## src/sv/gda_pkg.sv

```systemverilog
// Shared types, constants and calendar helpers for the Gregorian date add/difference block.
// No dependencies; imported by gregorian_date_add_and_difference and its testbench.
package gda_pkg;

    localparam int YEAR_W = 14;
    localparam int MONTH_W = 4;
    localparam int DOM_W = 5;
    localparam int STATUS_W = 2;

    // bits needed for a day serial of 0001-01-01 .. 9999-12-31
    localparam int SER_W = 22;
    localparam int OFFSET_BITS_DEF = 23;

    localparam int DAYS_400Y = 146097;
    localparam int DAYS_100Y = 36524;
    localparam int DAYS_4Y = 1461;
    localparam int DAYS_1Y = 365;
    localparam int MAX_SERIAL = 3652058;

    localparam int YEARS_400 = 400;
    localparam int YEARS_100 = 100;
    localparam int YEARS_4 = 4;
    localparam int YEARS_1 = 1;

    localparam logic [YEAR_W-1:0] YEAR_MIN = 14'd1;
    localparam logic [YEAR_W-1:0] YEAR_MAX = 14'd9999;
    localparam logic [MONTH_W-1:0] MONTH_FIRST = 4'd1;
    localparam logic [MONTH_W-1:0] MONTH_LAST = 4'd12;

    localparam logic CMD_ADD = 1'b0;
    localparam logic CMD_DIFF = 1'b1;

    localparam logic [STATUS_W-1:0] ST_OK = 2'd0;
    localparam logic [STATUS_W-1:0] ST_BAD_DATE = 2'd1;
    localparam logic [STATUS_W-1:0] ST_RANGE = 2'd2;

    typedef enum logic [3:0] {
        S_IDLE,
        S_T400,
        S_T100,
        S_T4,
        S_T1,
        S_TCHK,
        S_TMON,
        S_TEND,
        S_FRNG,
        S_F400,
        S_F100,
        S_F4,
        S_F1,
        S_FMON
    } state_t;

    // Days in a month; codes outside 1..12 give zero.
    function automatic logic [DOM_W-1:0] month_len(input logic [MONTH_W-1:0] mo,
                                                    input logic leap);
        logic [DOM_W-1:0] len;
        begin
            case (mo)
                4'd1, 4'd3, 4'd5, 4'd7, 4'd8, 4'd10, 4'd12: len = 5'd31;
                4'd4, 4'd6, 4'd9, 4'd11: len = 5'd30;
                4'd2: len = leap ? 5'd29 : 5'd28;
                default: len = 5'd0;
            endcase
            return len;
        end
    endfunction

    // Leap test from the period split of (year - 1): 100s, 4s and single years
    // left after removing whole 400-year cycles.
    function automatic logic is_leap(input logic [1:0] q100,
                                     input logic [4:0] q4,
                                     input logic [1:0] q1);
        begin
            return (q1 == 2'd3) && ((q4 != 5'd24) || (q100 == 2'd3));
        end
    endfunction

endpackage

```

## src/sv/gregorian_date_add_and_difference.sv

```systemverilog
// Top level of the Gregorian date add/difference block: sequencer and datapath registers.
// Depends on gda_pkg and gda_alu.
//
//  channel   ports                                                  handshake
//  --------  -----------------------------------------------------  ----------------------
//  request   command, year_a, month_a, dom_a, day_offset,           start high, busy low
//            year_b, month_b, dom_b
//  result    result_year, result_month, result_dom,                 done high, one cycle
//            day_difference, status
//
// A date with a field out of range is rejected at once, without raising busy.
// Each request runs on the shared step unit, whose steps remove one whole period
// (400, 100, 4 or 1 years) or one month, first to build a day serial from a date and,
// for an add, again to split the new serial back into a date; a difference builds two.
// Reset clears the sequencer and the done strobe; busy stays high from acceptance until
// the cycle that done is raised. The receiver takes done as is and cannot stall.
module gregorian_date_add_and_difference
    import gda_pkg::*;
#(
    parameter int OFFSET_BITS = OFFSET_BITS_DEF
) (
    input  logic                      clk,
    input  logic                      rst_n,
    input  logic                      start,
    output logic                      busy,
    input  logic                      command,
    input  logic [YEAR_W-1:0]         year_a,
    input  logic [MONTH_W-1:0]        month_a,
    input  logic [DOM_W-1:0]          dom_a,
    input  logic signed [OFFSET_BITS-1:0] day_offset,
    input  logic [YEAR_W-1:0]         year_b,
    input  logic [MONTH_W-1:0]        month_b,
    input  logic [DOM_W-1:0]          dom_b,
    output logic                      done,
    output logic [YEAR_W-1:0]         result_year,
    output logic [MONTH_W-1:0]        result_month,
    output logic [DOM_W-1:0]          result_dom,
    output logic signed [OFFSET_BITS-1:0] day_difference,
    output logic [STATUS_W-1:0]       status
);

    // working width: holds serial + offset with sign
    localparam int SUM_W = ((OFFSET_BITS > SER_W + 1) ? OFFSET_BITS : SER_W + 1) + 1;
    localparam logic [SUM_W-1:0] SMAX =
        {{(SUM_W - OFFSET_BITS + 1){1'b0}}, {(OFFSET_BITS - 1){1'b1}}};
    localparam logic [SUM_W-1:0] SMIN = ~SMAX;

    function automatic logic date_in_range(input logic [YEAR_W-1:0] y,
                                           input logic [MONTH_W-1:0] m,
                                           input logic [DOM_W-1:0] d);
        begin
            return (y >= YEAR_MIN) && (y <= YEAR_MAX) && (m >= MONTH_FIRST)
                && (m <= MONTH_LAST) && (d != 5'd0);
        end
    endfunction

    state_t state_reg, state_next;

    logic                   cmd_reg, cmd_next;
    logic                   sel_b_reg, sel_b_next;
    logic [MONTH_W-1:0]     month_a_reg, month_a_next;
    logic [DOM_W-1:0]       dom_a_reg, dom_a_next;
    logic [YEAR_W-1:0]      year_b_reg, year_b_next;
    logic [MONTH_W-1:0]     month_b_reg, month_b_next;
    logic [DOM_W-1:0]       dom_b_reg, dom_b_next;
    logic [OFFSET_BITS-1:0] off_reg, off_next;

    logic [SUM_W-1:0]       rem_reg, rem_next;
    logic [SUM_W-1:0]       acc_reg, acc_next;
    logic [SUM_W-1:0]       ser_a_reg, ser_a_next;
    logic [1:0]             q100_reg, q100_next;
    logic [4:0]             q4_reg, q4_next;
    logic [1:0]             q1_reg, q1_next;
    logic [MONTH_W-1:0]     mo_reg, mo_next;

    logic                   done_reg, done_next;
    logic [YEAR_W-1:0]      ryear_reg, ryear_next;
    logic [MONTH_W-1:0]     rmonth_reg, rmonth_next;
    logic [DOM_W-1:0]       rdom_reg, rdom_next;
    logic [OFFSET_BITS-1:0] rdiff_reg, rdiff_next;
    logic [STATUS_W-1:0]    rstat_reg, rstat_next;

    logic [SUM_W-1:0]       alu_opa, alu_opb, alu_acc, alu_addend;
    logic                   alu_ge;
    logic [SUM_W-1:0]       alu_dif, alu_sum;

    logic [MONTH_W-1:0]     cur_m;
    logic [DOM_W-1:0]       cur_d;
    logic                   leap;
    logic [DOM_W-1:0]       mlen;

    gda_alu #(
        .W(SUM_W)
    ) u_alu (
        .opa    (alu_opa),
        .opb    (alu_opb),
        .acc_in (alu_acc),
        .addend (alu_addend),
        .ge     (alu_ge),
        .dif    (alu_dif),
        .sum    (alu_sum)
    );

    assign cur_m = sel_b_reg ? month_b_reg : month_a_reg;
    assign cur_d = sel_b_reg ? dom_b_reg : dom_a_reg;
    assign leap = is_leap(q100_reg, q4_reg, q1_reg);
    assign mlen = month_len(mo_reg, leap);

    assign busy = (state_reg != S_IDLE);
    assign done = done_reg;
    assign result_year = ryear_reg;
    assign result_month = rmonth_reg;
    assign result_dom = rdom_reg;
    assign day_difference = rdiff_reg;
    assign status = rstat_reg;

    always_ff @(posedge clk or negedge rst_n)
    begin
        if (!rst_n)
        begin
            state_reg <= S_IDLE;
            done_reg <= 1'b0;
        end
        else
        begin
            state_reg <= state_next;
            done_reg <= done_next;
        end
    end

    always_ff @(posedge clk)
    begin
        cmd_reg <= cmd_next;
        sel_b_reg <= sel_b_next;
        month_a_reg <= month_a_next;
        dom_a_reg <= dom_a_next;
        year_b_reg <= year_b_next;
        month_b_reg <= month_b_next;
        dom_b_reg <= dom_b_next;
        off_reg <= off_next;
        rem_reg <= rem_next;
        acc_reg <= acc_next;
        ser_a_reg <= ser_a_next;
        q100_reg <= q100_next;
        q4_reg <= q4_next;
        q1_reg <= q1_next;
        mo_reg <= mo_next;
        ryear_reg <= ryear_next;
        rmonth_reg <= rmonth_next;
        rdom_reg <= rdom_next;
        rdiff_reg <= rdiff_next;
        rstat_reg <= rstat_next;
    end

    always_comb
    begin
        state_next = state_reg;
        cmd_next = cmd_reg;
        sel_b_next = sel_b_reg;
        month_a_next = month_a_reg;
        dom_a_next = dom_a_reg;
        year_b_next = year_b_reg;
        month_b_next = month_b_reg;
        dom_b_next = dom_b_reg;
        off_next = off_reg;
        rem_next = rem_reg;
        acc_next = acc_reg;
        ser_a_next = ser_a_reg;
        q100_next = q100_reg;
        q4_next = q4_reg;
        q1_next = q1_reg;
        mo_next = mo_reg;
        done_next = 1'b0;
        ryear_next = ryear_reg;
        rmonth_next = rmonth_reg;
        rdom_next = rdom_reg;
        rdiff_next = rdiff_reg;
        rstat_next = rstat_reg;

        alu_opa = rem_reg;
        alu_opb = '0;
        alu_acc = acc_reg;
        alu_addend = '0;

        case (state_reg)
            S_IDLE:
            begin
                if (start)
                begin
                    cmd_next = command;
                    month_a_next = month_a;
                    dom_a_next = dom_a;
                    year_b_next = year_b;
                    month_b_next = month_b;
                    dom_b_next = dom_b;
                    off_next = day_offset;
                    // convert date A first: split (year - 1) into periods
                    rem_next = {{(SUM_W - YEAR_W){1'b0}}, year_a - YEAR_MIN};
                    acc_next = '0;
                    q100_next = '0;
                    q4_next = '0;
                    q1_next = '0;
                    mo_next = MONTH_FIRST;
                    sel_b_next = 1'b0;
                    if (!date_in_range(year_a, month_a, dom_a)
                        || (command == CMD_DIFF && !date_in_range(year_b, month_b, dom_b)))
                    begin
                        // reject at once, all other fields zero
                        done_next = 1'b1;
                        ryear_next = '0;
                        rmonth_next = '0;
                        rdom_next = '0;
                        rdiff_next = '0;
                        rstat_next = ST_BAD_DATE;
                    end
                    else
                    begin
                        state_next = S_T400;
                    end
                end
            end

            // date to serial: remove whole year periods, add their days
            S_T400:
            begin
                alu_opb = SUM_W'(YEARS_400);
                alu_addend = SUM_W'(DAYS_400Y);
                if (alu_ge)
                begin
                    rem_next = alu_dif;
                    acc_next = alu_sum;
                end
                else
                begin
                    state_next = S_T100;
                end
            end

            S_T100:
            begin
                alu_opb = SUM_W'(YEARS_100);
                alu_addend = SUM_W'(DAYS_100Y);
                if (alu_ge)
                begin
                    rem_next = alu_dif;
                    acc_next = alu_sum;
                    q100_next = q100_reg + 2'd1;
                end
                else
                begin
                    state_next = S_T4;
                end
            end

            S_T4:
            begin
                alu_opb = SUM_W'(YEARS_4);
                alu_addend = SUM_W'(DAYS_4Y);
                if (alu_ge)
                begin
                    rem_next = alu_dif;
                    acc_next = alu_sum;
                    q4_next = q4_reg + 5'd1;
                end
                else
                begin
                    state_next = S_T1;
                end
            end

            S_T1:
            begin
                alu_opb = SUM_W'(YEARS_1);
                alu_addend = SUM_W'(DAYS_1Y);
                if (alu_ge)
                begin
                    rem_next = alu_dif;
                    acc_next = alu_sum;
                    q1_next = q1_reg + 2'd1;
                end
                else
                begin
                    state_next = S_TCHK;
                end
            end

            // leap year is now known: check the day against the month length
            S_TCHK:
            begin
                if (cur_d > month_len(cur_m, leap))
                begin
                    state_next = S_IDLE;
                    done_next = 1'b1;
                    ryear_next = '0;
                    rmonth_next = '0;
                    rdom_next = '0;
                    rdiff_next = '0;
                    rstat_next = ST_BAD_DATE;
                end
                else
                begin
                    state_next = S_TMON;
                end
            end

            // add the lengths of the months before, then the day of month
            S_TMON:
            begin
                if (mo_reg < cur_m)
                begin
                    alu_addend = {{(SUM_W - DOM_W){1'b0}}, mlen};
                    acc_next = alu_sum;
                    mo_next = mo_reg + 4'd1;
                end
                else
                begin
                    alu_addend = {{(SUM_W - DOM_W){1'b0}}, cur_d - 5'd1};
                    acc_next = alu_sum;
                    state_next = S_TEND;
                end
            end

            S_TEND:
            begin
                if (cmd_reg == CMD_ADD)
                begin
                    alu_addend = {{(SUM_W - OFFSET_BITS){off_reg[OFFSET_BITS-1]}}, off_reg};
                    rem_next = alu_sum;
                    state_next = S_FRNG;
                end
                else if (!sel_b_reg)
                begin
                    // hold serial of A, start on date B
                    ser_a_next = acc_reg;
                    rem_next = {{(SUM_W - YEAR_W){1'b0}}, year_b_reg - YEAR_MIN};
                    acc_next = '0;
                    q100_next = '0;
                    q4_next = '0;
                    q1_next = '0;
                    mo_next = MONTH_FIRST;
                    sel_b_next = 1'b1;
                    state_next = S_T400;
                end
                else
                begin
                    alu_opa = ser_a_reg;
                    alu_opb = acc_reg;
                    state_next = S_IDLE;
                    done_next = 1'b1;
                    ryear_next = '0;
                    rmonth_next = '0;
                    rdom_next = '0;
                    rstat_next = ST_OK;
                    if ($signed(alu_dif) > $signed(SMAX))
                        rdiff_next = SMAX[OFFSET_BITS-1:0];
                    else if ($signed(alu_dif) < $signed(SMIN))
                        rdiff_next = SMIN[OFFSET_BITS-1:0];
                    else
                        rdiff_next = alu_dif[OFFSET_BITS-1:0];
                end
            end

            // sum serial must lie in the calendar range
            S_FRNG:
            begin
                acc_next = '0;
                q100_next = '0;
                q4_next = '0;
                q1_next = '0;
                mo_next = MONTH_FIRST;
                if (rem_reg[SUM_W-1] || ($signed(rem_reg) > $signed(SUM_W'(MAX_SERIAL))))
                begin
                    state_next = S_IDLE;
                    done_next = 1'b1;
                    ryear_next = '0;
                    rmonth_next = '0;
                    rdom_next = '0;
                    rdiff_next = '0;
                    rstat_next = ST_RANGE;
                end
                else
                begin
                    state_next = S_F400;
                end
            end

            // serial to date: remove whole periods of days, count years
            S_F400:
            begin
                alu_opb = SUM_W'(DAYS_400Y);
                alu_addend = SUM_W'(YEARS_400);
                if (alu_ge)
                begin
                    rem_next = alu_dif;
                    acc_next = alu_sum;
                end
                else
                begin
                    state_next = S_F100;
                end
            end

            S_F100:
            begin
                alu_opb = SUM_W'(DAYS_100Y);
                alu_addend = SUM_W'(YEARS_100);
                // the last day of a 400-year cycle stays in the fourth century
                if (alu_ge && q100_reg != 2'd3)
                begin
                    rem_next = alu_dif;
                    acc_next = alu_sum;
                    q100_next = q100_reg + 2'd1;
                end
                else
                begin
                    state_next = S_F4;
                end
            end

            S_F4:
            begin
                alu_opb = SUM_W'(DAYS_4Y);
                alu_addend = SUM_W'(YEARS_4);
                if (alu_ge)
                begin
                    rem_next = alu_dif;
                    acc_next = alu_sum;
                    q4_next = q4_reg + 5'd1;
                end
                else
                begin
                    state_next = S_F1;
                end
            end

            S_F1:
            begin
                alu_opb = SUM_W'(DAYS_1Y);
                alu_addend = SUM_W'(YEARS_1);
                // leap day of a 4-year group stays in its fourth year
                if (alu_ge && q1_reg != 2'd3)
                begin
                    rem_next = alu_dif;
                    acc_next = alu_sum;
                    q1_next = q1_reg + 2'd1;
                end
                else
                begin
                    state_next = S_FMON;
                end
            end

            // drop whole months; year = counted years + 1
            S_FMON:
            begin
                alu_opb = {{(SUM_W - DOM_W){1'b0}}, mlen};
                alu_addend = SUM_W'(YEARS_1);
                if (mo_reg < MONTH_LAST && alu_ge)
                begin
                    rem_next = alu_dif;
                    mo_next = mo_reg + 4'd1;
                end
                else
                begin
                    state_next = S_IDLE;
                    done_next = 1'b1;
                    ryear_next = alu_sum[YEAR_W-1:0];
                    rmonth_next = mo_reg;
                    rdom_next = rem_reg[DOM_W-1:0] + 5'd1;
                    rdiff_next = '0;
                    rstat_next = ST_OK;
                end
            end

            default:
            begin
                state_next = S_IDLE;
            end
        endcase
    end

endmodule

```

## src/sv/gda_alu.sv

```systemverilog
// Shared arithmetic unit of the date sequencer: one compare/subtract and one add.
// Depends on nothing but its width parameter.
module gda_alu #(
    parameter int W = 24
) (
    input  logic [W-1:0] opa,
    input  logic [W-1:0] opb,
    input  logic [W-1:0] acc_in,
    input  logic [W-1:0] addend,
    output logic         ge,
    output logic [W-1:0] dif,
    output logic [W-1:0] sum
);

    assign ge = (opa >= opb);
    assign dif = opa - opb;
    assign sum = acc_in + addend;

endmodule

```

## config.mk

```make
export PLATFORM = sky130hd
export DESIGN_NAME = gregorian_date_add_and_difference
export DESIGN_NICKNAME = d
export VERILOG_FILES = /design/src/sv/gda_pkg.sv /design/src/sv/gregorian_date_add_and_difference.sv /design/src/sv/gda_alu.sv
export SDC_FILE = /design/constraint.sdc
export NUM_CORES = 1
export LEC_CHECK = 0
export BUFFER_PORTS_ARGS = -buffer_cell sky130_fd_sc_hd__clkbuf_2
export CORE_UTILIZATION = 60
export CTS_CLUSTER_DIAMETER = 50
export DETAILED_ROUTE_END_ITERATION = 8
export GPL_TIMING_DRIVEN = 0
export HOLD_SLACK_MARGIN = 0.1
export PLACE_DENSITY = 0.85
export SYNTH_ARGS = -nofsm -noshare
export SYNTH_HDL_FRONTEND = slang
export SYNTH_HIERARCHICAL = 1
export SYNTH_SLANG_ARGS = --single-unit
```

## constraint.sdc

```tcl
create_clock -name clk -period 10.2 [get_ports clk]
set_input_delay 1.53 -clock clk [delete_from_list [all_inputs] [get_ports clk]]
set_output_delay 1.53 -clock clk [all_outputs]
set_load 0.03 [all_outputs]
```

=== Word level (Yosys, flattened, before mapping) ===
Cells that the tools add are included.

* Logic and storage cells: 284
* Register bits after elaboration: 195

* Equality and inequality tests: 69
* Mux-type cells: 119
* $add $sub $neg: 10
* Order comparisons: 15
* Bitwise logic cells: 1
* Reduce and logical (&&, ||, !) cells: 48

{| class="wikitable"
|+ Operator list
! operator !! number
|-
| $pmux W24 S10 || 2
|-
| $mux W24 || 18
|-
| $mux W23 || 9
|-
| $pmux W24 S7 || 1
|-
| $pmux W24 S6 || 1
|-
| $pmux W23 S5 || 1
|-
| $mux W4 || 27
|-
| $mux W14 || 7
|-
| $mux W5 || 14
|-
| $pmux W14 S5 || 1
|-
| $eq A4 B4 Y1 const B || 16
|-
| $pmux W4 S14 || 1
|-
| $ne A2 B2 Y1 const B || 26
|-
| $eq A4 B3 Y1 const B || 12
|-
| $gt A24 B23 Y1 const B || 2
|-
| $pmux W4 S5 || 2
|-
| $pmux W2 S5 || 3
|-
| $pmux W5 S3 || 2
|-
| $reduce_bool A5 Y1 || 6
|-
| $ge A14 B1 Y1 const B || 2
|-
| $le A14 B14 Y1 const B || 2
|-
| $mux W2 || 14
|-
| $sub A14 B1 Y14 const B || 2
|-
| $pmux W5 S5 || 1
|-
| other kinds (44) || 90
|}

=== Depth between registers and ports, before layout ===
* Depth in word-level cells: 13
* Gate-level depth with buffers: 24

=== Hierarchy ===
Netlist, hierarchy kept.

{| class="wikitable"
|+ By module, submodules not included
! module !! instances !! cells each !! area an instance (µm²) !! sequential area each (µm²)
|-
| gregorian_date_add_and_difference || 1 || 877 || 10043.4 || 5830.6
|-
| gda_alu || 1 || 317 || 2292.2 || 0.0
|}

=== Worst setup path before layout ===
OpenSTA, ideal clock, no wires.

* Path kind: reg2reg
* Start point: register state_reg[3]
* End point: register rdiff_reg[0] (netlist: day_difference[0]), enable pin
* Buffers on the path: 3
* Path slack: 3.866 ns
* Arrival: 5.492 ns
* Period minus slack after synthesis: 6.334 ns
* Data required time: 9.357 ns
* Cell stages (with the launch flop): 24
* Cells stage by stage: dfrtp_1 > buf_2 > nor2b_1 > buf_4 > nand3_2 > nor2_2 > nand2_2 > mux2_2 > inv_1 > ha_1 > fa_1 > nor2b_1 > o2111a_1 > a2111oi_4 > a21oi_1 > o211ai_1 > and3b_1 > o41ai_1 > a21o_1 > clkbuf_1 > nand2_1 > mux2_2 > nand3_1 > o2111ai_1

* Word-level cells in the longest chain between the ends: 6
* Elaborated cells between the ends (all ways): 26
* Those cells by class: order compare (1); eq/ne (19); mux (2); reduce/logical (4)

{| class="wikitable"
|+ Ends and longest elaborated chain
! item !! RTL line !! text
|-
| start, declared || gregorian_date_add_and_difference.sv:57 || <nowiki>state_t state_reg, state_next;</nowiki>
|-
| start signal, assigned || gregorian_date_add_and_difference.sv:126 || <nowiki>state_reg <= state_next;</nowiki>
|-
| $eq A4 B3 Y1 || gregorian_date_add_and_difference.sv:185 || <nowiki>case (state_reg)</nowiki>
|-
| $mux W24 || gregorian_date_add_and_difference.sv:185 ||
|-
| net alu_opa[0] || gregorian_date_add_and_difference.sv:83 || <nowiki>logic [SUM_W-1:0] alu_opa, alu_opb, alu_acc, alu_addend;</nowiki>
|-
| $ge A24 B24 Y1 || gda_alu.sv:15 || <nowiki>assign ge = (opa >= opb);</nowiki>
|-
| net alu_ge || gregorian_date_add_and_difference.sv:84 || <nowiki>logic alu_ge;</nowiki>
|-
| $logic_and A1 B1 Y1 || gregorian_date_add_and_difference.sv:458 || <nowiki>if (mo_reg < MONTH_LAST && alu_ge)</nowiki>
|-
| $ne A2 B2 Y1 (no line) || -- ||
|-
| $reduce_and A8 Y1 (no line) || -- ||
|-
| end signal, assigned || gregorian_date_add_and_difference.sv:151 || <nowiki>rdiff_reg <= rdiff_next;</nowiki>
|-
| end, declared || gregorian_date_add_and_difference.sv:80 || <nowiki>logic [OFFSET_BITS-1:0] rdiff_reg, rdiff_next;</nowiki>
|}

The timed path passes the listed nets, and every way through them passes these cells.
A chain may end at the register's enable or synchronous reset.

=== Worst setup path in the final report ===
* Start point: register state_reg[3]
* End point: register acc_reg[0], enable pin

* Word-level cells in the longest chain between the ends: 6
* Elaborated cells between the ends (all ways): 26
* Those cells by class: order compare (1); eq/ne (17); mux (2); reduce/logical (6)

{| class="wikitable"
|+ Ends and longest elaborated chain
! item !! RTL line !! text
|-
| $eq A4 B4 Y1 (tied with other cells) || gregorian_date_add_and_difference.sv:185 ||
|-
| $pmux W24 S10 * || gregorian_date_add_and_difference.sv:185 ||
|-
| net alu_opb[3] || gregorian_date_add_and_difference.sv:83 ||
|-
| $ge A24 B24 Y1 * || gda_alu.sv:15 ||
|-
| net alu_ge || gregorian_date_add_and_difference.sv:84 ||
|-
| $logic_and A1 B1 Y1 (on tied branches) || gregorian_date_add_and_difference.sv:441, gregorian_date_add_and_difference.sv:408 ||
|-
| $ne A2 B2 Y1 (no line) || -- ||
|-
| $reduce_and A6 Y1 (no line) * || -- ||
|-
| end signal, assigned || gregorian_date_add_and_difference.sv:142 || <nowiki>acc_reg <= acc_next;</nowiki>
|-
| end, declared || gregorian_date_add_and_difference.sv:69 || <nowiki>logic [SUM_W-1:0] acc_reg, acc_next;</nowiki>
|}

The timed path passes the listed nets; every way through them passes the cells marked *.

==> out/qor.tcl <==
set qor(status) {finished clean}
set qor(route.detailed.vias_per_inst) 6.46
set qor(rr_startpoint) {state_reg[3]$_DFFE_PN0P_}
set qor(postSynthRegisterBits) 195
set qor(finalSetupViolCount) 0
set qor(max_cap_violations) 0
set qor(worst_setup_path_type) {flop to flop}
set qor(timing.critical_path.slowest_stage_cell) {sky130_fd_sc_hd__a21oi_2}
set qor(worstSetupStartpointType) {flop}
set qor(synthToLayoutAreaGrowth_pct) 13.6
set qor(core-area_mm2) 0.0202
set qor(floorplan.initialDensity) 0.612
set qor(cts-buffers-inserted) 17
set qor(holdCritStartpoint) {acc_reg[15]$_DFFE_PP_}
set qor(post-cts-setup-buffers) 0
set qor(layout.filler_cells) 1533
set qor(place_worst_setup_slack_ps) 3540
set qor(post_synth_main_area_contributors) {sky130_fd_sc_hd__edfxtp_1 (46%), sky130_fd_sc_hd__ha_1 (7.0%), sky130_fd_sc_hd__nor2_1 (3.8%)}
set qor(tritoncts_num_sinks) 195
set qor(placement.io_buffers) 122
set qor(vias_in_the_first_global_route) 10000
set qor(post_synth_inst_count) 1194
set qor(finalInstanceArea_mm2) 0.0140
set qor(synthMostInstantiatedCell) {sky130_fd_sc_hd__edfxtp_1}
set qor(detailed_router_s_first_iteration_violation_count) 1347
set qor(synthesis.nets) 1338
set qor(path_clk_slew_ps) 70
set qor(hold_path_class) {flop to flop}
set qor(post-route-period-util) 0.688
set qor(worst_reg2reg_path_depth) 20
set qor(floorplan.io_pins) 123
set qor(post_cts_resized) 0
set qor(reg2reg_slack_ps) 3180
set qor(worst_hold_path.num_cells) 0
set qor(clock_latency_ps) 450
set qor(hold-path-endpoint) {ser_a_reg[15]$_DFFE_PP_}
set qor(timing.final.hold_violations) 0
set qor(drc) 0
set qor(cts_hold_repair.buffers) 0
set qor(drive_above_1_share) 0.173
set qor(finalWeightedCongestion) 0.980
set qor(dpl_cell_area_mm2) 0.0134
set qor(grt_antenna_before_repair) 0
set qor(power_density_mw_per_mm2) 400
set qor(whs_ps) 519
set qor(timing.setup.tns_ps) 0
set qor(die_outline_area_mm2) 0.0211
set qor(antenna-diode-count) 0
set qor(synthesis.area_per_instance_um2) 10.3
set qor(p_leak_nw) 5.59
set qor(fin_util) 0.695
set qor(yosysTopAreaCell) {sky130_fd_sc_hd__edfxtp_1}
set qor(area_taken_by_flip_flops_and_latches_mm2) 0.00583
set qor(ctsHtreeMaxLevel) 4
set qor(cts_tree) {built}
set qor(ys_async_sr_fraction) 0.0256
set qor(setup_slack_ps) 3180
set qor(timing.critical_path.fanout_max) 13
set qor(dominantRegCellSynth) {sky130_fd_sc_hd__edfxtp_1}
set qor(yosysUniqueCellTypes) 90
set qor(totalWireLength_um) 35800
set qor(cell_at_the_root_of_the_clock_tree) {sky130_fd_sc_hd__clkbuf_16}
set qor(critPathCaptureType) {flop}
set qor(timing.critical_path.cells) {buf_2 -> buf_1 -> buf_1 -> nand3_1 -> o221ai_1 -> inv_1 -> ha_1 -> o2111a_1 -> a2111oi_4 -> a21oi_1 -> o211ai_1 -> and3b_1 -> o41ai_1 -> a21o_1 -> clkbuf_1 -> a21oi_1 -> o21ai_0 -> o311ai_0 -> a21oi_2 -> buf_6}
set qor(gr-usage-all-layers) 0.341
set qor(grt_start_max_net_pins) 33
set qor(netlist_top_cells_count) {sky130_fd_sc_hd__edfxtp_1 (190), sky130_fd_sc_hd__nor2_1 (126), sky130_fd_sc_hd__nand2_1 (95)}
set qor(dr_total_vias) 10500
set qor(num-nets-final) 1484
set qor(max-slew-margin-rel) 0.178
set qor(synth_sequential_area_ratio) 0.473
set qor(min_period_ps) 7020
set qor(rsz_0062_raised_after_global_routing) {no}
set qor(post-place-cells) 1591
set qor(final-max-slew-violation-count) 0
set qor(dieWidth_um) 145
set qor(worst_slew_pin_slew_ps) 1230
set qor(yosys_warnings) 6
set qor(route.detailed.wl_per_inst_um) 22.0
set qor(place_hpwl_um) 27100
set qor(worst_r2r_endpoint) {acc_reg[0]$_DFFE_PP_}
set qor(max_stage_delay_ps) 720
set qor(grt_pass1_wl_um) 54800
set qor(worst_clock_skew_ps) 11.8
set qor(synth_top_cell_area_share) 0.463
set qor(die_h_um) 145
set qor(achievable-frequency_ghz) 0.143
set qor(post_synth_instance_area_mm2) 0.0123
set qor(instances_no_fill) 1623
set qor(synth_enable_flop_cells) 190
set qor(totalPowerFinal_mw) 5.61
set qor(multi_input_area_mm2) 0.00607
set qor(clk_path_buf_depth) 2
set qor(dr.pass1.iters) 7
set qor(placementRows) 52
set qor(cp.required_ps) 10350
set qor(grt_remaining_overflow) 0
set qor(arrival_ps) 7170
set qor(ant_nets) 0
set qor(worst_ir_drop_vdd_mv) 0.182
## critical path: cells and delay by family (launching register included)
kind | cells | cell delay [ps]
flops | 1 | 340
simple gates | 2 | 780
buf+inv | 6 | 1910
compound gates | 11 | 3270
fa+ha+maj | 1 | 420
## routing by layer
layer | routed length, um | GRT usage
met5 | 0 | 0
met1 | 14000 | 0.451
met2 | 16800 | 0.559
met4 | 1480 | 0.148
met3 | 3530 | 0.0555
## report_power, final
part / internal, mW / switching [mW] / total (mW)
clock network: 0.395 / 0.329 / 0.724
registers: 1.33 / 0.174 / 1.50
logic: 1.22 / 2.17 / 3.38
total: 2.94 / 2.67 / 5.61
## layout make-up
class / count / area share
clock buffers: 18 / 0.0306
flip-flops and latches: 195 / 0.416
clock inverters: 14 / 0.0138
plain buffers: 51 / 0.0160
repair buffers: 127 / 0.0491
inverters: 62 / 0.0166
well taps: 270 / 0.0241
multi-input cells: 886 / 0.434
## cells by family (layout without fill, tap and decap cells)
| logic type | Yosys count | count (layout) | share of synthesized area |
|---|---|---|---|
| AOI/OAI and AO/OA | 311 | 311 | 0.173 |
| muxes | 41 | 41 | 0.0364 |
| xor gates and xnor gates | 74 | 74 | 0.0525 |
| buffers and inverters | 113 | 272 | 0.0370 |
| adders and majority gates | 71 | 71 | 0.0732 |
| DFF | 195 | 195 | 0.473 |
| and+or+nand+nor | 389 | 389 | 0.155 |
## layout by cell type (no fill, tap or decap), types with 10 or more instances in the layout
cell                        instances
sky130_fd_sc_hd__inv_1             60
sky130_fd_sc_hd__o21ai_0           71
sky130_fd_sc_hd__a22o_1            15
sky130_fd_sc_hd__clkbuf_16         17
sky130_fd_sc_hd__and2_1            18
sky130_fd_sc_hd__clkbuf_2         122
sky130_fd_sc_hd__a21oi_1           65
sky130_fd_sc_hd__clkbuf_1          35
sky130_fd_sc_hd__o21a_1            11
sky130_fd_sc_hd__and3_1            26
sky130_fd_sc_hd__xnor2_1           47
sky130_fd_sc_hd__mux2i_1           13
sky130_fd_sc_hd__ha_1              69
sky130_fd_sc_hd__a21o_1            26
sky130_fd_sc_hd__nand2_1           95
sky130_fd_sc_hd__nor3_1            22
sky130_fd_sc_hd__xor2_1            27
sky130_fd_sc_hd__edfxtp_1         190
sky130_fd_sc_hd__o211ai_1          11
sky130_fd_sc_hd__buf_2             11
sky130_fd_sc_hd__nor2b_1           13
sky130_fd_sc_hd__a32o_1            17
sky130_fd_sc_hd__mux2_2            27
sky130_fd_sc_hd__nand3_1           24
sky130_fd_sc_hd__nand4_1           13
sky130_fd_sc_hd__nor2_1           124
sky130_fd_sc_hd__a31oi_1           10
## worst max-delay path by stage
stage / end / slack (ps) / from / cells after the start
finish: acc_reg[0]$_DFFE_PP_ / 3180 / state_reg[3]$_DFFE_PN0P_ / 20
detailed placement: acc_reg[1]$_DFFE_PP_ / 3540 / state_reg[3]$_DFFE_PN0P_ / 20
global placement: day_difference[20]$_SDFFCE_PN0P_ / 1690 / state_reg[3]$_DFFE_PN0P_ / 19
floorplan: day_difference[0]$_SDFFCE_PN0P_ / 3870 / state_reg[3]$_DFFE_PN0P_ / 23
CTS: acc_reg[2]$_DFFE_PP_ / 3480 / state_reg[3]$_DFFE_PN0P_ / 20
global route: acc_reg[4]$_DFFE_PP_ / 2950 / state_reg[2]$_DFFE_PN0P_ / 20
(Power assumes the default switching activity.)
